**config.mk**
```make
export PLATFORM = sky130hd
export DESIGN_NAME = cpu8_alu_with_bcd_and_flags
export DESIGN_NICKNAME = d
export VERILOG_FILES = /design/src/rtl/core/cpu8alu_pkg.sv /design/src/rtl/core/cpu8_alu_with_bcd_and_flags.sv
export SDC_FILE = /design/constraint.sdc
export NUM_CORES = 1
export LEC_CHECK = 0
export BUFFER_PORTS_ARGS = -buffer_cell sky130_fd_sc_hd__clkbuf_2
export CAP_MARGIN = 30
export CELL_PAD_IN_SITES_DETAIL_PLACEMENT = 1
export CELL_PAD_IN_SITES_GLOBAL_PLACEMENT = 1
export CORE_MARGIN = 4
export CORE_UTILIZATION = 50
export DETAILED_ROUTE_END_ITERATION = 7
export GPL_TIMING_DRIVEN = 0
export PLACE_DENSITY = 0.95
export SLEW_MARGIN = 20
export SYNTH_ARGS = -nofsm -noshare
export SYNTH_HDL_FRONTEND = slang
export SYNTH_SLANG_ARGS = --single-unit
```
**constraint.sdc**
```tcl
create_clock -name clock -period 8.83 [get_ports clock]
set_input_delay 1.766 -clock clock [delete_from_list [all_inputs] [get_ports clock]]
set_output_delay 1.766 -clock clock [all_outputs]
set_load 0.05 [all_outputs]
```
**src/rtl/core/cpu8alu_pkg.sv**
```systemverilog
// Package for the 8-bit ALU: operation codes, status bit positions and the
// packed request and response types. Depends on nothing.
`timescale 1ns / 1ps

package cpu8alu_pkg;

   // Status byte bit positions.
   localparam int FLAG_C = 0;
   localparam int FLAG_Z = 1;
   localparam int FLAG_D = 3;
   localparam int FLAG_V = 6;
   localparam int FLAG_N = 7;

   // BCD digit correction constants.
   localparam logic [5:0] BCD_MAX_DIGIT = 6'd9;
   localparam logic [5:0] BCD_ADJUST    = 6'd6;
   localparam logic [5:0] BCD_NIBBLE_TOP = 6'd15;

   typedef enum logic [3:0] {
      MODE_OR   = 4'd0,
      MODE_AND  = 4'd1,
      MODE_XOR  = 4'd2,
      MODE_ADC  = 4'd3,
      MODE_LOAD = 4'd4,
      MODE_CMP  = 4'd5,
      MODE_SBC  = 4'd6,
      MODE_ASL  = 4'd7,
      MODE_ROL  = 4'd8,
      MODE_LSR  = 4'd9,
      MODE_ROR  = 4'd10,
      MODE_INC  = 4'd11,
      MODE_DEC  = 4'd12,
      MODE_BIT  = 4'd13
   } mode_type;

   typedef struct packed {
      mode_type   mode;
      logic [7:0] accumulator;
      logic [7:0] operand;
      logic [7:0] flags_in;
   } req_type;

   typedef struct packed {
      logic [7:0] result;
      logic [7:0] flags_out;
   } rsp_type;

endpackage

```
**src/rtl/core/cpu8_alu_with_bcd_and_flags.sv**
```systemverilog
// A request accepted into the request register is worked out combinationally and its
// response is loaded into the response register. Throughput: one request per cycle while
// rsp_stall is low; each register advances when it is empty or when the stage after it
// moves on, so back-to-back requests stream through without gaps.
// Reset (synchronous, active high) clears only the two stage valid bits; the block holds
// no architectural state, so nothing else needs clearing.
`timescale 1ns / 1ps

// Top level of the 8-bit ALU with decimal-mode add and subtract.
// Depends on cpu8alu_pkg for the operation codes and payload types.
module cpu8_alu_with_bcd_and_flags (
   input  logic                 clock,
   input  logic                 reset,
   input  logic                 req_valid,
   output logic                 req_stall,
   input  cpu8alu_pkg::req_type req_data,
   output logic                 rsp_valid,
   input  logic                 rsp_stall,
   output cpu8alu_pkg::rsp_type rsp_data
);
   import cpu8alu_pkg::*;

   // Stage one holds the accepted request; stage two holds the finished response.
   logic    s1_valid_ff, s1_valid_in;
   req_type s1_data_ff;
   logic    out_valid_ff, out_valid_in;
   rsp_type out_data_ff, out_data_in;

   logic out_move;
   logic s1_move;

   // The response register can load when it is empty or its content is taken now.
   // The request register can load when it is empty or moves on into the response register.
   // This lets a new request enter while an older response still waits to be taken.
   assign out_move  = !out_valid_ff || !rsp_stall;
   assign s1_move   = !s1_valid_ff || out_move;
   assign req_stall = !s1_move;

   assign s1_valid_in  = s1_move  ? req_valid   : s1_valid_ff;
   assign out_valid_in = out_move ? s1_valid_ff : out_valid_ff;

   always_ff @(posedge clock) begin
      if (reset) begin
         s1_valid_ff  <= 1'b0;
         out_valid_ff <= 1'b0;
      end else begin
         s1_valid_ff  <= s1_valid_in;
         out_valid_ff <= out_valid_in;
      end
   end

   // Payload registers carry no reset; they load only when their stage advances.
   always_ff @(posedge clock) begin
      if (s1_move) begin
         s1_data_ff <= req_data;
      end
      if (out_move) begin
         out_data_ff <= out_data_in;
      end
   end

   assign rsp_valid = out_valid_ff;
   assign rsp_data  = out_data_ff;

   // Operand aliases for the computation below.
   logic [7:0] a, v, p;
   logic       cin, borrow;
   assign a      = s1_data_ff.accumulator;
   assign v      = s1_data_ff.operand;
   assign p      = s1_data_ff.flags_in;
   assign cin    = p[FLAG_C];
   assign borrow = !cin;

   // Binary add with carry; bit 8 is the carry out.
   logic [8:0] add_bin;
   assign add_bin = {1'b0, a} + {1'b0, v} + {8'd0, cin};

   // Binary subtract with borrow; bit 8 set means the difference went negative.
   logic [8:0] sub_bin;
   assign sub_bin = {1'b0, a} - {1'b0, v} - {8'd0, borrow};

   // Compare is a subtract without the borrow input.
   logic [8:0] cmp_bin;
   assign cmp_bin = {1'b0, a} - {1'b0, v};

   // Decimal add: correct each digit by six when it passes nine. The low digit's
   // correction carries into the high digit, and the high digit sets the carry.
   logic [5:0] adc_lo_raw, adc_lo, adc_hi_raw, adc_hi;
   logic       adc_lo_over;
   assign adc_lo_raw  = {2'b0, a[3:0]} + {2'b0, v[3:0]} + {5'd0, cin};
   assign adc_lo_over = adc_lo_raw > BCD_MAX_DIGIT;
   assign adc_lo      = adc_lo_over ? adc_lo_raw + BCD_ADJUST : adc_lo_raw;
   assign adc_hi_raw  = {2'b0, a[7:4]} + {2'b0, v[7:4]} + {5'd0, adc_lo_over};
   assign adc_hi      = (adc_hi_raw > BCD_MAX_DIGIT) ? adc_hi_raw + BCD_ADJUST : adc_hi_raw;

   // Decimal subtract: a digit that goes negative is corrected by six and
   // borrows from the next digit. Only four bits of each digit are kept.
   logic [4:0] sbc_lo_raw, sbc_hi_raw;
   logic       sbc_lo_neg, sbc_hi_neg;
   logic [3:0] sbc_lo, sbc_hi;
   assign sbc_lo_raw = {1'b0, a[3:0]} - {1'b0, v[3:0]} - {4'd0, borrow};
   assign sbc_lo_neg = sbc_lo_raw[4];
   assign sbc_lo     = sbc_lo_neg ? sbc_lo_raw[3:0] - BCD_ADJUST[3:0] : sbc_lo_raw[3:0];
   assign sbc_hi_raw = {1'b0, a[7:4]} - {1'b0, v[7:4]} - {4'd0, sbc_lo_neg};
   assign sbc_hi_neg = sbc_hi_raw[4];
   assign sbc_hi     = sbc_hi_neg ? sbc_hi_raw[3:0] - BCD_ADJUST[3:0] : sbc_hi_raw[3:0];

   // Operation select. Flags not named by an operation pass through; the
   // unused codes return the accumulator and the status byte unchanged.
   always_comb begin
      logic [7:0] res;
      logic [7:0] fl;
      logic       set_nz;
      logic [7:0] nz_val;

      res    = a;
      fl     = p;
      set_nz = 1'b0;
      nz_val = 8'd0;

      case (s1_data_ff.mode)
         MODE_OR: begin
            res    = a | v;
            set_nz = 1'b1;
            nz_val = res;
         end
         MODE_AND: begin
            res    = a & v;
            set_nz = 1'b1;
            nz_val = res;
         end
         MODE_XOR: begin
            res    = a ^ v;
            set_nz = 1'b1;
            nz_val = res;
         end
         MODE_ADC: begin
            // N, Z and V always follow the binary sum, also in decimal mode.
            fl[FLAG_V] = ~(a[7] ^ v[7]) & (a[7] ^ add_bin[7]);
            set_nz     = 1'b1;
            nz_val     = add_bin[7:0];
            if (p[FLAG_D]) begin
               fl[FLAG_C] = adc_hi > BCD_NIBBLE_TOP;
               res        = {adc_hi[3:0], adc_lo[3:0]};
            end else begin
               fl[FLAG_C] = add_bin[8];
               res        = add_bin[7:0];
            end
         end
         MODE_LOAD: begin
            res    = v;
            set_nz = 1'b1;
            nz_val = res;
         end
         MODE_CMP: begin
            fl[FLAG_C] = !cmp_bin[8];
            set_nz     = 1'b1;
            nz_val     = cmp_bin[7:0];
         end
         MODE_SBC: begin
            fl[FLAG_V] = (a[7] ^ v[7]) & (a[7] ^ sub_bin[7]);
            fl[FLAG_C] = !sub_bin[8];
            set_nz     = 1'b1;
            nz_val     = sub_bin[7:0];
            if (p[FLAG_D]) begin
               res = {sbc_hi, sbc_lo};
            end else begin
               res = sub_bin[7:0];
            end
         end
         MODE_ASL: begin
            fl[FLAG_C] = v[7];
            res        = {v[6:0], 1'b0};
            set_nz     = 1'b1;
            nz_val     = res;
         end
         MODE_ROL: begin
            fl[FLAG_C] = v[7];
            res        = {v[6:0], cin};
            set_nz     = 1'b1;
            nz_val     = res;
         end
         MODE_LSR: begin
            fl[FLAG_C] = v[0];
            res        = {1'b0, v[7:1]};
            set_nz     = 1'b1;
            nz_val     = res;
         end
         MODE_ROR: begin
            fl[FLAG_C] = v[0];
            res        = {cin, v[7:1]};
            set_nz     = 1'b1;
            nz_val     = res;
         end
         MODE_INC: begin
            res    = v + 8'd1;
            set_nz = 1'b1;
            nz_val = res;
         end
         MODE_DEC: begin
            res    = v - 8'd1;
            set_nz = 1'b1;
            nz_val = res;
         end
         MODE_BIT: begin
            fl[FLAG_Z] = (a & v) == 8'd0;
            fl[FLAG_V] = v[6];
            fl[FLAG_N] = v[7];
         end
         default: begin
            res = a;
            fl  = p;
         end
      endcase

      if (set_nz) begin
         fl[FLAG_Z] = nz_val == 8'd0;
         fl[FLAG_N] = nz_val[7];
      end

      out_data_in.result    = res;
      out_data_in.flags_out = fl;
   end

endmodule
```
Word-level counts from Yosys, hierarchy flattened. Index checks and enable logic that the tools add are counted.

Flip-flop bits (word level): 46. Latch bits: 0. Memory bits (writable): 0. Memory bits (read-only): 0. Input bits: 32. Memories: 0.

$add $sub $neg: 18. Multipliers: 0. Divide/modulo/power cells: 0. Order comparisons: 3. Equal/unequal tests: 13. Shift operators: 0. Mux-type cells: 16. Bitwise operators: 9. Reduce and logical (&&, ||, !) cells: 15.

Operators by type and width (number): $pmux 8 s13 (1); $pmux 8 s12 (1); $eq 4x4->1 const B (6); $gt 6x4->1 const B (3); $eq 4x3->1 const B (4); $logic_not 8->1 (2); $mux 8 (2); $reduce_or 13->1 (1); $add 5x1->6 (2); $mux 4 (3); $add 4x4->5 (2); $sub 4x4->5 (2); $sub 5x1->5 (2); $add 8x8->9 (1); $add 9x1->9 (1); $sub 8x8->9 (1); $sub 9x1->9 (1); $add 8x1->8 const B (1); $and 8x8->8 (1); $eq 4x2->1 const B (2); $or 8x8->8 (1); $sub 4x3->4 const B (2); $sub 8x1->8 const B (1); $xor 8x8->8 (1); other kinds (14) (30).

Longest topological paths before layout. Gate-level depths: netlist of the first run.

Depth in word-level cells: 9. Gate-level depth with buffers: 21. Mapped depth without buffers: 21.

Worst setup path after synthesis of the first run. OpenSTA, ideal clock, no wires.

Kind: input to output. Start point: input port rsp_stall. End point: output port req_stall. Arrival time: 3126 ps. Data required time: 7064 ps. Path slack: 3938 ps. Stages on the path: 2. Buffers on the path: 0. Cells stage by stage: nand3_1 inv_1.

Longest elaborated chain between the ends: 4.

RTL lines: start: declaration (RTL line cpu8_alu_with_bcd_and_flags.sv:18) `input logic rsp_stall,`; $logic_not 1->1 (RTL line cpu8_alu_with_bcd_and_flags.sv:35) `assign out_move = !out_valid_ff || !rsp_stall;`; $logic_or 1x1->1 (RTL line cpu8_alu_with_bcd_and_flags.sv:35); $logic_or 1x1->1 (RTL line cpu8_alu_with_bcd_and_flags.sv:36) `assign s1_move = !s1_valid_ff || out_move;`; $logic_not 1->1 (RTL line cpu8_alu_with_bcd_and_flags.sv:37) `assign req_stall = !s1_move;`; end: declaration (RTL line cpu8_alu_with_bcd_and_flags.sv:15) `output logic req_stall,`.

No other way between the ends.

==> metrics.txt, run 1 <==
# TYPE chip_impl_metric gauge
chip_impl_metric{name="ys_seq_elements",unit=""} 46
chip_impl_metric{name="post_drt_wl_per_cell",unit="microns"} 24.25
chip_impl_info{name="worst_hold_path_type",value="reg2reg"} 1
chip_impl_info{name="layout.cells.most_common",value="sky130_fd_sc_hd__clkbuf_2"} 1
chip_impl_metric{name="timing.critical_path.depth",unit=""} 21
chip_impl_metric{name="max-vdd-ir-drop",unit="V"} 0.00008575
chip_impl_metric{name="clock_insertion_delay_worst_skew",unit="ns"} 0.32
chip_impl_metric{name="die-height",unit="microns"} 108.1
chip_impl_metric{name="report.final.slew_viol_count",unit=""} 0
chip_impl_metric{name="drt_pass1_iterations",unit=""} 6
chip_impl_metric{name="number_of_synthesized_flops_with_an_enable_pin",unit=""} 44
chip_impl_metric{name="dr.first_iter.drc_count",unit=""} 536
chip_impl_metric{name="ctsResizeCount",unit=""} 0
chip_impl_metric{name="numCtsBuffers",unit=""} 5
chip_impl_metric{name="die_x",unit="microns"} 108.1
chip_impl_info{name="timing.critical_path.from_type",value="flip-flop"} 1
chip_impl_metric{name="reg_area",unit="sq mm"} 0.001361
chip_impl_metric{name="portBuffers",unit=""} 49
chip_impl_info{name="setup.worst_path.end",value="rsp_data[15]"} 1
chip_impl_metric{name="cp_num_buf_inv",unit=""} 4
chip_impl_metric{name="tritoncts_num_sinks",unit=""} 46
chip_impl_info{name="timing.critical_path.cells",value="clkbuf_1, inv_1, ha_1, ha_1, o21a_1, nor2_1, xnor2_1, inv_1, fa_1, inv_1, ha_1, nor2_1, fa_1, nand2b_1, a21oi_1, xnor2_1, nor2_1, xnor2_1, a31oi_1, o2111ai_2, o21a_1"} 1
chip_impl_metric{name="pin_count",unit=""} 50
chip_impl_metric{name="grt_antenna_before_repair",unit=""} 0
chip_impl_metric{name="max_cap_violations",unit=""} 0
chip_impl_metric{name="internal_power",unit="W"} 0.0004580
chip_impl_metric{name="netlist_area",unit="sq mm"} 0.005006
chip_impl_metric{name="grt_usage",unit=""} 0.3131
chip_impl_metric{name="switching_power",unit="W"} 0.0003520
chip_impl_metric{name="hold_violations",unit=""} 0
chip_impl_info{name="tritoncts",value="yes"} 1
chip_impl_info{name="outcome",value="finished clean"} 1
chip_impl_metric{name="finalHoldWorstSlack",unit="ns"} 0.4361
chip_impl_metric{name="std_cell_rows",unit=""} 36
chip_impl_metric{name="reg2regPathDepth",unit=""} 21
chip_impl_metric{name="fp.coreArea",unit="sq mm"} 0.009774
chip_impl_metric{name="routabilityCongestion",unit=""} 0.9447
chip_impl_metric{name="nNetsFinal",unit=""} 694
chip_impl_metric{name="cts.path.max_buffers",unit=""} 2
chip_impl_metric{name="slew_headroom",unit=""} 0.3269
chip_impl_info{name="grt_setup_unrepaired",value="no"} 1
chip_impl_metric{name="synth_async_sr_flop_share",unit=""} 0
chip_impl_metric{name="yosys_warnings",unit=""} 0
chip_impl_metric{name="grt_pass1_vias",unit=""} 5112
chip_impl_metric{name="areaGrowthSynthToFinish",unit="%"} 10.30
chip_impl_metric{name="postCtsSetupRepairBufs",unit=""} 0
chip_impl_metric{name="drt_drc_violations_left",unit=""} 0
chip_impl_info{name="crit_path_capture_type",value="flip-flop"} 1
chip_impl_metric{name="critPathMaxStageDelay",unit="ns"} 0.50
chip_impl_info{name="timing_worst_setup_path_type",value="reg2reg"} 1
chip_impl_metric{name="period_minus_slack",unit="ns"} 5.477
chip_impl_metric{name="layout.filler_cells",unit=""} 1187
chip_impl_metric{name="grt_max_degree",unit=""} 31
chip_impl_metric{name="n_antenna_cell",unit=""} 0
chip_impl_metric{name="power",unit="W"} 0.0008100
chip_impl_metric{name="tightest_slew",unit="ns"} 1.007
chip_impl_metric{name="post_drt_via_cell_ratio",unit=""} 6.610
chip_impl_info{name="path_delay_family",value="adder cells"} 1
chip_impl_metric{name="totalNegativeSetupSlack",unit="ns"} 0
chip_impl_metric{name="setup_violations",unit=""} 0
chip_impl_info{name="worst_r2r_startpoint",value="v[3]"} 1
chip_impl_metric{name="achievable-frequency",unit="GHz"} 0.1826
chip_impl_metric{name="synth_cells",unit=""} 552
chip_impl_metric{name="total_grt_overflow",unit=""} 0
chip_impl_metric{name="post-dp-hpwl",unit="mm"} 14.02
chip_impl_metric{name="placed_area",unit="sq mm"} 0.005423
chip_impl_metric{name="htreeDepth",unit=""} 2
chip_impl_metric{name="switching_fraction",unit=""} 0.4346
chip_impl_metric{name="cts_hold_buf",unit=""} 0
chip_impl_metric{name="initial_core_util",unit=""} 0.5122
chip_impl_info{name="critPathLaunch",value="v[3]"} 1
chip_impl_info{name="crit_path_top_delay_cell",value="sky130_fd_sc_hd__fa_1"} 1
chip_impl_metric{name="power.density",unit="mW/mm^2"} 146.7
chip_impl_metric{name="num_vias",unit=""} 4911
chip_impl_metric{name="totalWireLength",unit="mm"} 18.02
chip_impl_metric{name="synth_area_per_cell",unit="sq um"} 9.069
chip_impl_metric{name="crit_required",unit="ns"} 8.91
chip_impl_metric{name="synth.distinct_cells",unit=""} 85
chip_impl_metric{name="pwr-share-comb",unit=""} 0.482
chip_impl_metric{name="final.period_utilization",unit=""} 0.6203
chip_impl_metric{name="crit_fanout",unit=""} 10
chip_impl_metric{name="net_count_after_synthesis",unit=""} 637
chip_impl_metric{name="setup.reg_to_reg.worst_slack",unit="ns"} 3.35
chip_impl_info{name="clockRootBuffer",value="sky130_fd_sc_hd__clkbuf_8"} 1
chip_impl_info{name="r2r-end",value="rsp_data[15]"} 1
chip_impl_metric{name="drive_above_1_share",unit=""} 0.1656
chip_impl_metric{name="multiInputGateArea",unit="sq mm"} 0.003301
chip_impl_info{name="most_frequent_cells_in_the_layout",value="sky130_fd_sc_hd__clkbuf_2, sky130_fd_sc_hd__ha_1, sky130_fd_sc_hd__edfxtp_1, sky130_fd_sc_hd__nor2_1, sky130_fd_sc_hd__nand2_1"} 1
chip_impl_metric{name="finalInstanceArea",unit="sq mm"} 0.005522
chip_impl_metric{name="total_leakage_power",unit="nW"} 2.239
chip_impl_metric{name="clock_power_share",unit=""} 0.176
chip_impl_metric{name="remaining_antenna_violation_count",unit=""} 0
chip_impl_metric{name="synth_seq_area_share",unit=""} 0.2719
chip_impl_metric{name="design.die.area",unit="sq mm"} 0.01168
chip_impl_metric{name="cts.reportedPaths.clkPinSlew",unit="ns"} 0.11
chip_impl_metric{name="utilization",unit=""} 0.5649
chip_impl_info{name="synth_flop_cell",value="sky130_fd_sc_hd__edfxtp_1"} 1
chip_impl_metric{name="finClkSkew",unit="ns"} 0.01700
chip_impl_metric{name="critPathArrivalTime",unit="ns"} 5.56
chip_impl_metric{name="grt_first_pass_wirelength",unit="mm"} 27.94
chip_impl_metric{name="seq_power_share",unit=""} 0.342
-- sequential cells by signal, summed over array words and instances, names as in the netlist --
name	count
rsp_data	16
a	8
p	8
v	8
s1_data_ff	4
rsp_valid	1
s1_valid_ff	1
-- stage by stage --
step                      setup slack [ns]  std cells
after CTS                            3.451        742
after floorplan                      3.938        552
after global routing                 3.007        743
after global placement               3.623        734
final                                3.353        743
after detailed placement             3.518        734
-- worst min-delay path by stage --
stage	from	end	cells past startpoint
3_3_place_gp	p[5]	rsp_data[5]	0
6_report	p[4]	rsp_data[4]	0
2_1_floorplan	p[2]	rsp_data[2]	0
3_5_place_dp	p[4]	rsp_data[4]	0
4_1_cts	p[4]	rsp_data[4]	0
5_1_grt	p[4]	rsp_data[4]	0
-- metal layers --
layer	global-route usage	up-vias	part of all wire
li1	-	2154	-
met1	0.3936	2409	0.38
met2	0.5342	285	0.49
met3	0.05612	63	0.093
met4	0.1226	0	0.037
met5	0	-	0
-- logic make-up (layout without fill, tap and decap cells) --
| family | Yosys count | after routing | synth area share |
|---|---|---|---|
| flops | 46 | 46 | 0.2719 |
| fa+ha+maj | 53 | 53 | 0.1460 |
| mux | 10 | 10 | 0.02349 |
| buf+inv | 76 | 134 | 0.06973 |
| compound gates | 151 | 151 | 0.2262 |
| simple gates | 183 | 183 | 0.1960 |
| xor+xnor | 33 | 33 | 0.06673 |
-- worst register-to-register path: cells and delay by family (launching register included) --
kind / cells / cell delay (ns)
adders and majority gates: 5 / 1.85
xor gates and xnor gates: 3 / 1.00
buffers and inverters: 4 / 0.86
AOI/OAI and AO/OA: 5 / 0.77
DFF: 1 / 0.46
and+or+nand+nor: 4 / 0.32
-- power by group through the flow --
stage               combinational [W]  clock (W)  sequential, W
global placement             0.000359          0       0.000280
floorplan                    0.000239          0       0.000316
detailed placement           0.000379          0       0.000282
CTS                          0.000382   0.000143       0.000277
global route                 0.000420   0.000152       0.000279
finish                       0.000391   0.000142       0.000277
-- final cells by class --
class / instances / share of cell area
inverters: 40 / 0.02719
well taps: 133 / 0.03014
flip-flops and latches: 46 / 0.2465
multi-input cells: 430 / 0.5978
clock buffers: 6 / 0.01314
repair buffers: 50 / 0.04668
plain buffers: 36 / 0.03603
clock inverters: 2 / 0.002493
-- cells in the mapped netlist, types with 9 or more instances --
| master | n | share of area |
|---|---|---|
| sky130_fd_sc_hd__edfxtp_1 | 44 | 0.26 |
| sky130_fd_sc_hd__inv_1 | 38 | 0.028 |
| sky130_fd_sc_hd__nor3_1 | 9 | 0.0090 |
| sky130_fd_sc_hd__nor2_1 | 43 | 0.032 |
| sky130_fd_sc_hd__nand3_1 | 12 | 0.012 |
| sky130_fd_sc_hd__o211ai_1 | 12 | 0.018 |
| sky130_fd_sc_hd__nand2_1 | 42 | 0.031 |
| sky130_fd_sc_hd__ha_1 | 44 | 0.11 |
| sky130_fd_sc_hd__buf_2 | 9 | 0.0090 |
| sky130_fd_sc_hd__a31oi_1 | 10 | 0.012 |
| sky130_fd_sc_hd__nor2b_1 | 12 | 0.015 |
| sky130_fd_sc_hd__a211oi_1 | 11 | 0.016 |
| sky130_fd_sc_hd__clkbuf_1 | 17 | 0.013 |
| sky130_fd_sc_hd__xnor2_1 | 22 | 0.038 |
| sky130_fd_sc_hd__o21ai_0 | 21 | 0.021 |
| sky130_fd_sc_hd__fa_1 | 9 | 0.036 |
| sky130_fd_sc_hd__nand2b_1 | 13 | 0.016 |
| sky130_fd_sc_hd__a21oi_1 | 21 | 0.021 |
Power figures use the tool's default switching activity.
==> run 2, diff against run 1 <==
- CORE_UTILIZATION: 50 -> 47
- PLACE_DENSITY: 0.95 -> 0.94
- clock period: 8.83 -> 5.05 ns (I/O delays scaled with it)
==> run 2 against run 1 <==
  * Non-clock buffer count rose by 5
  * Via count fell by 0.14%
  * Critical path depth decreased by 5
  * Clock-buffer cell count unchanged
  * Largest power group unchanged
==> metrics.txt, run 2 (synthesis gave the netlist of run 1 again) <==
# TYPE chip_impl_metric gauge
chip_impl_info{name="outcome",value="finished clean"} 1
chip_impl_metric{name="critPathMaxStageDelay",unit="ns"} 0.65
chip_impl_metric{name="finalHoldWorstSlack",unit="ns"} 0.4577
chip_impl_metric{name="gr-usage-met1",unit=""} 0.3622
chip_impl_metric{name="layout.filler_cells",unit=""} 1253
chip_impl_info{name="timing.critical_path.from_type",value="flip-flop"} 1
chip_impl_metric{name="total_leakage_power",unit="nW"} 2.270
chip_impl_metric{name="slew_headroom",unit=""} 0.4008
chip_impl_metric{name="cts.reportedPaths.clkPinSlew",unit="ns"} 0.10
chip_impl_info{name="most_frequent_cells_in_the_layout",value="sky130_fd_sc_hd__clkbuf_2, sky130_fd_sc_hd__ha_1, sky130_fd_sc_hd__edfxtp_1, sky130_fd_sc_hd__nor2_1, sky130_fd_sc_hd__nand2_1"} 1
chip_impl_metric{name="finClkSkew",unit="ns"} 0.02465
chip_impl_metric{name="cts.path.max_buffers",unit=""} 2
chip_impl_metric{name="final.period_utilization",unit=""} 0.9634
chip_impl_metric{name="totalWireLength",unit="mm"} 18.16
chip_impl_info{name="worstHoldEndpoint",value="rsp_data[4]"} 1
chip_impl_metric{name="numCtsBuffers",unit=""} 5
chip_impl_metric{name="grt_usage",unit=""} 0.2897
chip_impl_info{name="crit_path_capture_type",value="flip-flop"} 1
chip_impl_info{name="timing.critical_path.cells",value="clkinvlp_4, ha_1, nor2b_1, o21a_1, or3_1, a31oi_2, fa_1, inv_1, fa_1, xor2_1, nor2_1, o31a_1, o2111ai_1, o2111ai_1, o21ai_0, o211ai_1"} 1
chip_impl_info{name="grt.busiest_layer",value="met2"} 1
chip_impl_metric{name="report.final.slew_viol_count",unit=""} 0
chip_impl_metric{name="post_drt_wl_per_cell",unit="microns"} 24.18
chip_impl_metric{name="clock_insertion_delay_worst_skew",unit="ns"} 0.33
chip_impl_metric{name="critPathArrivalTime",unit="ns"} 4.92
chip_impl_metric{name="areaGrowthSynthToFinish",unit="%"} 11.95
chip_impl_metric{name="post_drt_via_cell_ratio",unit=""} 6.530
chip_impl_metric{name="drive_above_1_share",unit=""} 0.1886
chip_impl_metric{name="tightest_slew",unit="ns"} 0.8920
chip_impl_metric{name="crit_required",unit="ns"} 5.10
chip_impl_metric{name="num_vias",unit=""} 4904
chip_impl_metric{name="hold_depth",unit=""} 0
chip_impl_metric{name="dr.first_iter.drc_count",unit=""} 572
chip_impl_info{name="r2r-end",value="rsp_data[14]"} 1
chip_impl_metric{name="routabilityCongestion",unit=""} 0.9949
chip_impl_metric{name="total_grt_overflow",unit=""} 0
chip_impl_info{name="clockRootBuffer",value="sky130_fd_sc_hd__clkbuf_8"} 1
chip_impl_metric{name="setup_violations",unit=""} 0
chip_impl_metric{name="remaining_antenna_violation_count",unit=""} 0
chip_impl_metric{name="design.die.area",unit="sq mm"} 0.01237
chip_impl_metric{name="grt_use_met2",unit=""} 0.4873
chip_impl_metric{name="grt_antenna_before_repair",unit=""} 0
chip_impl_metric{name="groute.layer.met3.usage",unit=""} 0.06004
chip_impl_metric{name="die-height",unit="microns"} 111.2
chip_impl_metric{name="htreeDepth",unit=""} 2
chip_impl_metric{name="largest_reg_flops",unit=""} 16
chip_impl_metric{name="power.density",unit="mW/mm^2"} 252.8
chip_impl_info{name="tritoncts",value="yes"} 1
chip_impl_metric{name="portBuffers",unit=""} 49
chip_impl_metric{name="grt_first_pass_wirelength",unit="mm"} 28.36
chip_impl_metric{name="period_minus_slack",unit="ns"} 4.865
chip_impl_metric{name="max-vdd-ir-drop",unit="V"} 0.0001487
chip_impl_info{name="timing_worst_setup_path_type",value="reg2reg"} 1
chip_impl_info{name="crit_path_top_delay_cell",value="sky130_fd_sc_hd__edfxtp_1"} 1
chip_impl_metric{name="initial_core_util",unit=""} 0.4827
chip_impl_metric{name="crit_fanout",unit=""} 11
chip_impl_info{name="layout.cells.most_common",value="sky130_fd_sc_hd__clkbuf_2"} 1
chip_impl_metric{name="pin_count",unit=""} 50
chip_impl_metric{name="max_cap_violations",unit=""} 0
chip_impl_metric{name="std_cell_rows",unit=""} 37
chip_impl_metric{name="drt_pass1_iterations",unit=""} 5
chip_impl_metric{name="power",unit="W"} 0.001417
chip_impl_metric{name="grt_pass1_vias",unit=""} 5137
chip_impl_info{name="grt_setup_unrepaired",value="yes"} 1
chip_impl_metric{name="n_antenna_cell",unit=""} 0
chip_impl_metric{name="achievable-frequency",unit="GHz"} 0.2055
chip_impl_metric{name="drt_drc_violations_left",unit=""} 0
chip_impl_metric{name="setup.reg_to_reg.worst_slack",unit="ns"} 0.18
chip_impl_metric{name="cts_hold_buf",unit=""} 0
chip_impl_metric{name="hold_violations",unit=""} 0
chip_impl_info{name="worst_hold_path_type",value="reg2reg"} 1
chip_impl_info{name="hold_start",value="p[4]"} 1
chip_impl_metric{name="nNetsFinal",unit=""} 699
chip_impl_metric{name="fp.coreArea",unit="sq mm"} 0.01037
chip_impl_metric{name="reg2regPathDepth",unit=""} 16
chip_impl_info{name="worst_r2r_startpoint",value="v[1]"} 1
chip_impl_metric{name="tritoncts_num_sinks",unit=""} 46
chip_impl_metric{name="post-dp-hpwl",unit="mm"} 13.94
chip_impl_metric{name="die_x",unit="microns"} 111.2
chip_impl_metric{name="grt_max_degree",unit=""} 31
[run 2: changes by cell type in the layout (fill, tap and decap cells not counted), moves of 2 or more]
cell                         before  now
sky130_fd_sc_hd__buf_4            6   13
sky130_fd_sc_hd__clkbuf_1        18   15
sky130_fd_sc_hd__clkbuf_2        49   51
sky130_fd_sc_hd__clkinvlp_4       0    2
sky130_fd_sc_hd__inv_1           38   36
sky130_fd_sc_hd__xnor2_1         22   20
sky130_fd_sc_hd__xnor2_2          0    2
[run 2: stage by stage]
step / area, sq um / setup TNS (ns) / utilization / cells / setup WS [ns]
global route: 5604 / -0.05848 / 0.5404 / 751 / -0.05848
finish: 5604 / 0 / 0.5404 / 751 / 0.1847
floorplan: 5006 / 0 / - / 552 / 0.7058
CTS: 5547 / 0 / 0.5349 / 746 / 0.02595
global placement: 5421 / -0.2271 / 0.5228 / 737 / -0.1197
detailed placement: 5426 / -0.7807 / 0.5233 / 737 / -0.2821
[run 2: repair_timing]
item | CTS | global route
resized for setup | 4 | 4
endpoints found under the setup margin | 3 | 3
buffers inserted | 3 | 4
[run 2: final cells by class]
class	instances	area, sq um	share of cell area
Multi-Input combinational cell	430	3331	0.5943
Timing Repair Buffer	57	302.8	0.05403
Inverter	40	157.7	0.02813
Buffer	34	195.2	0.03483
Clock buffer	6	72.57	0.01295
Sequential cell	46	1361	0.2429
Tap cell	136	170.2	0.03036
Clock inverter	2	13.76	0.002456
[run 2: where the power goes]
part           switching [W]  internal, W  total [W]
clock network       0.000144    0.0000982   0.000242
logic               0.000438     0.000253   0.000692
registers          0.0000271     0.000456   0.000483
[run 2: layer usage]
layer	vias to the layer above	part of all wire	wire length (microns)
li1	2165	-	-
met1	2417	0.40	7204
met2	265	0.48	8727
met3	57	0.089	1616
met4	0	0.034	609
met5	-	0	0
[run 2: worst max-delay path by stage]
stage / startpoint / to / slack (ns) / depth (start not counted)
3_3_place_gp: v[0] / rsp_data[14] / -0.12 / 17
4_1_cts: v[2] / rsp_data[15] / 0.03 / 21
3_5_place_dp: v[3] / rsp_data[15] / -0.28 / 21
6_report: v[1] / rsp_data[14] / 0.18 / 16
5_1_grt: v[2] / rsp_data[15] / -0.06 / 21
2_1_floorplan: v[3] / rsp_data[15] / 0.71 / 21
[run 2: worst max-delay path, delay by kind of cell, from the launching register on]
family                     cells  cell delay, ns
AOI/OAI and AO/OA              7            1.57
adders and majority gates      3            1.08
DFF                            1            0.65
and+or+nand+nor                3            0.65
buffers and inverters          2            0.38
xor gates and xnor gates       1            0.26
==> run 3, diff against run 2 <==
- BUFFER_PORTS_ARGS: -buffer_cell sky130_fd_sc_hd__clkbuf_2 -> unset
- CORE_UTILIZATION: 47 -> 50
- DONT_BUFFER_PORTS: unset -> 1
- PLACE_DENSITY: 0.94 -> 0.93
==> run 3 against run 2 <==
  * Register-to-register slack gained 0.04 ns
  * Power grew 1.3%
  * Hold slack lost 0.030 ns
  * Clock skew is essentially flat
==> metrics.txt, run 3 (synthesis gave the netlist of run 1 again) <==
# TYPE chip_impl_metric gauge
chip_impl_metric{name="htreeDepth",unit=""} 2
chip_impl_metric{name="seq_power_share",unit=""} 0.387
chip_impl_metric{name="pwr-share-comb",unit=""} 0.412
chip_impl_info{name="crit_path_capture_type",value="flip-flop"} 1
chip_impl_metric{name="drive_above_1_share",unit=""} 0.1232
chip_impl_metric{name="layout.filler_cells",unit=""} 1173
chip_impl_metric{name="clock_power_share",unit=""} 0.200
chip_impl_metric{name="hold_violations",unit=""} 0
chip_impl_metric{name="switching_fraction",unit=""} 0.4147
chip_impl_info{name="timing.critical_path.cells",value="clkbuf_4, clkinvlp_4, ha_1, buf_4, o21a_1, nor2_1, xnor2_2, inv_1, fa_1, inv_1, ha_1, nor2_1, fa_1, nand2b_1, a21oi_2, xnor2_2, nor2_1, xnor2_1, a31oi_1, o2111ai_2, o21a_1"} 1
chip_impl_metric{name="design.die.area",unit="sq mm"} 0.01168
chip_impl_metric{name="max_cap_violations",unit=""} 0
chip_impl_metric{name="final.period_utilization",unit=""} 0.9548
chip_impl_metric{name="cp_num_buf_inv",unit=""} 5
chip_impl_metric{name="drt_pass1_iterations",unit=""} 5
chip_impl_metric{name="portBuffers",unit=""} 0
chip_impl_metric{name="internal_power",unit="W"} 0.0008400
chip_impl_metric{name="nNetsFinal",unit=""} 652
chip_impl_metric{name="achievable-frequency",unit="GHz"} 0.2074
chip_impl_info{name="crit_path_top_delay_cell",value="sky130_fd_sc_hd__fa_1"} 1
chip_impl_metric{name="max-vdd-ir-drop",unit="V"} 0.0001444
chip_impl_metric{name="largest_reg_flops",unit=""} 16
chip_impl_info{name="most_frequent_cell_on_critical_path",value="sky130_fd_sc_hd__nor2_1"} 1
chip_impl_metric{name="period_minus_slack",unit="ns"} 4.822
chip_impl_metric{name="utilization",unit=""} 0.5520
chip_impl_metric{name="num_vias",unit=""} 4681
chip_impl_metric{name="fp.coreArea",unit="sq mm"} 0.009774
chip_impl_metric{name="post_drt_via_cell_ratio",unit=""} 6.678
chip_impl_metric{name="n_antenna_cell",unit=""} 0
chip_impl_metric{name="grt_antenna_before_repair",unit=""} 0
chip_impl_metric{name="numCtsBuffers",unit=""} 5
chip_impl_metric{name="totalNegativeSetupSlack",unit="ns"} 0
chip_impl_info{name="worst_hold_path_type",value="reg2reg"} 1
chip_impl_info{name="most_frequent_cells_in_the_layout",value="sky130_fd_sc_hd__ha_1, sky130_fd_sc_hd__edfxtp_1, sky130_fd_sc_hd__nor2_1, sky130_fd_sc_hd__nand2_1, sky130_fd_sc_hd__inv_1"} 1
chip_impl_metric{name="setup_violations",unit=""} 0
chip_impl_info{name="clockRootBuffer",value="sky130_fd_sc_hd__clkbuf_8"} 1
chip_impl_metric{name="switching_power",unit="W"} 0.0005952
chip_impl_info{name="tritoncts",value="yes"} 1
chip_impl_info{name="path_delay_family",value="adder cells"} 1
chip_impl_metric{name="pin_count",unit=""} 50
chip_impl_metric{name="power.density",unit="mW/mm^2"} 266.0
chip_impl_metric{name="grt_pass1_vias",unit=""} 4734
chip_impl_metric{name="grt_usage",unit=""} 0.2982
chip_impl_metric{name="cts.path.max_buffers",unit=""} 2
chip_impl_metric{name="initial_core_util",unit=""} 0.5122
chip_impl_metric{name="drt_drc_violations_left",unit=""} 0
chip_impl_metric{name="dr.first_iter.drc_count",unit=""} 442
chip_impl_metric{name="remaining_antenna_violation_count",unit=""} 0
chip_impl_metric{name="slew_headroom",unit=""} 0.3262
chip_impl_metric{name="cts.reportedPaths.clkPinSlew",unit="ns"} 0.09
chip_impl_metric{name="die_x",unit="microns"} 108.1
chip_impl_metric{name="grt_first_pass_wirelength",unit="mm"} 26.70
chip_impl_metric{name="critPathArrivalTime",unit="ns"} 4.90
chip_impl_info{name="timing_worst_setup_path_type",value="reg2reg"} 1
chip_impl_metric{name="report.final.slew_viol_count",unit=""} 0
chip_impl_metric{name="areaGrowthSynthToFinish",unit="%"} 7.773
chip_impl_metric{name="tritoncts_num_sinks",unit=""} 46
chip_impl_metric{name="std_cell_rows",unit=""} 36
chip_impl_metric{name="critPathMaxStageDelay",unit="ns"} 0.53
chip_impl_metric{name="crit_required",unit="ns"} 5.13
chip_impl_info{name="outcome",value="finished clean"} 1
chip_impl_metric{name="post_drt_wl_per_cell",unit="microns"} 24.80
chip_impl_metric{name="post-dp-hpwl",unit="mm"} 13.38
chip_impl_metric{name="clock_insertion_delay_worst_skew",unit="ns"} 0.33
chip_impl_metric{name="die-height",unit="microns"} 108.1
chip_impl_metric{name="total_leakage_power",unit="nW"} 2.076
chip_impl_metric{name="crit_fanout",unit=""} 10
chip_impl_metric{name="tightest_slew",unit="ns"} 0.9852
chip_impl_metric{name="routabilityCongestion",unit=""} 0.9758
chip_impl_metric{name="totalWireLength",unit="mm"} 17.38
chip_impl_metric{name="finClkSkew",unit="ns"} 0.02462
chip_impl_metric{name="cts_hold_buf",unit=""} 0
chip_impl_metric{name="grt_max_degree",unit=""} 31
chip_impl_info{name="timing.critical_path.from_type",value="flip-flop"} 1
chip_impl_metric{name="total_grt_overflow",unit=""} 0
chip_impl_metric{name="power",unit="W"} 0.001435
[run 3: stage by stage]
step                      instances  hold slack [ns]  cell area (sq um)  worst slack [ns]
after floorplan                 552           0.4003               5006            0.7058
final                           701           0.4274               5395            0.2284
after global routing            701           0.4597               5395          -0.03633
after CTS                       695           0.4356               5320           0.08327
after detailed placement        685           0.4169               5177           -0.2596
after global placement          685           0.4032               5172          -0.07708
[run 3: final timing paths]
path              start           end  slack, ns  cells after the start
setup / recovery   v[2]  rsp_data[15]       0.23                     21
hold / removal     p[5]   rsp_data[5]       0.43                      0
hold reg to reg    p[5]   rsp_data[5]       0.43                      0
setup reg to reg   v[2]  rsp_data[15]       0.23                     21
[run 3: repair_timing]
item | in CTS | in global routing
pin swaps | 0 | 0
setup buffers | 3 | 6
setup endpoints to repair | 3 | 3
endpoints found under the hold margin | 0 | 0
gates resized for setup | 4 | 8
[run 3: per-layer routing]
layer | up-vias | track usage | part of all wire
met4 | 0 | 0.1073 | 0.034
li1 | 2071 | - | -
met5 | - | 0 | 0
met2 | 243 | 0.5058 | 0.48
met1 | 2320 | 0.3896 | 0.41
met3 | 47 | 0.04060 | 0.072
[run 3: cell type report]
| type | instances | area [sq um] | area share |
|---|---|---|---|
| plain buffers | 35 | 202.7 | 0.03757 |
| clock buffers | 6 | 72.57 | 0.01345 |
| flip-flops and latches | 46 | 1361 | 0.2523 |
| well taps | 133 | 166.4 | 0.03084 |
| inverters | 40 | 161.4 | 0.02992 |
| multi-input cells | 430 | 3326 | 0.6164 |
| clock inverters | 2 | 37.54 | 0.006957 |
| repair buffers | 9 | 67.56 | 0.01252 |
[run 3: power groups by stage]
stage               Clock [W]  Sequential [W]  Combinational, W
floorplan                   0        0.000553          0.000418
global placement            0        0.000563          0.000531
detailed placement          0        0.000566          0.000556
CTS                  0.000292        0.000558          0.000564
global route         0.000304        0.000560          0.000642
finish               0.000287        0.000556          0.000592
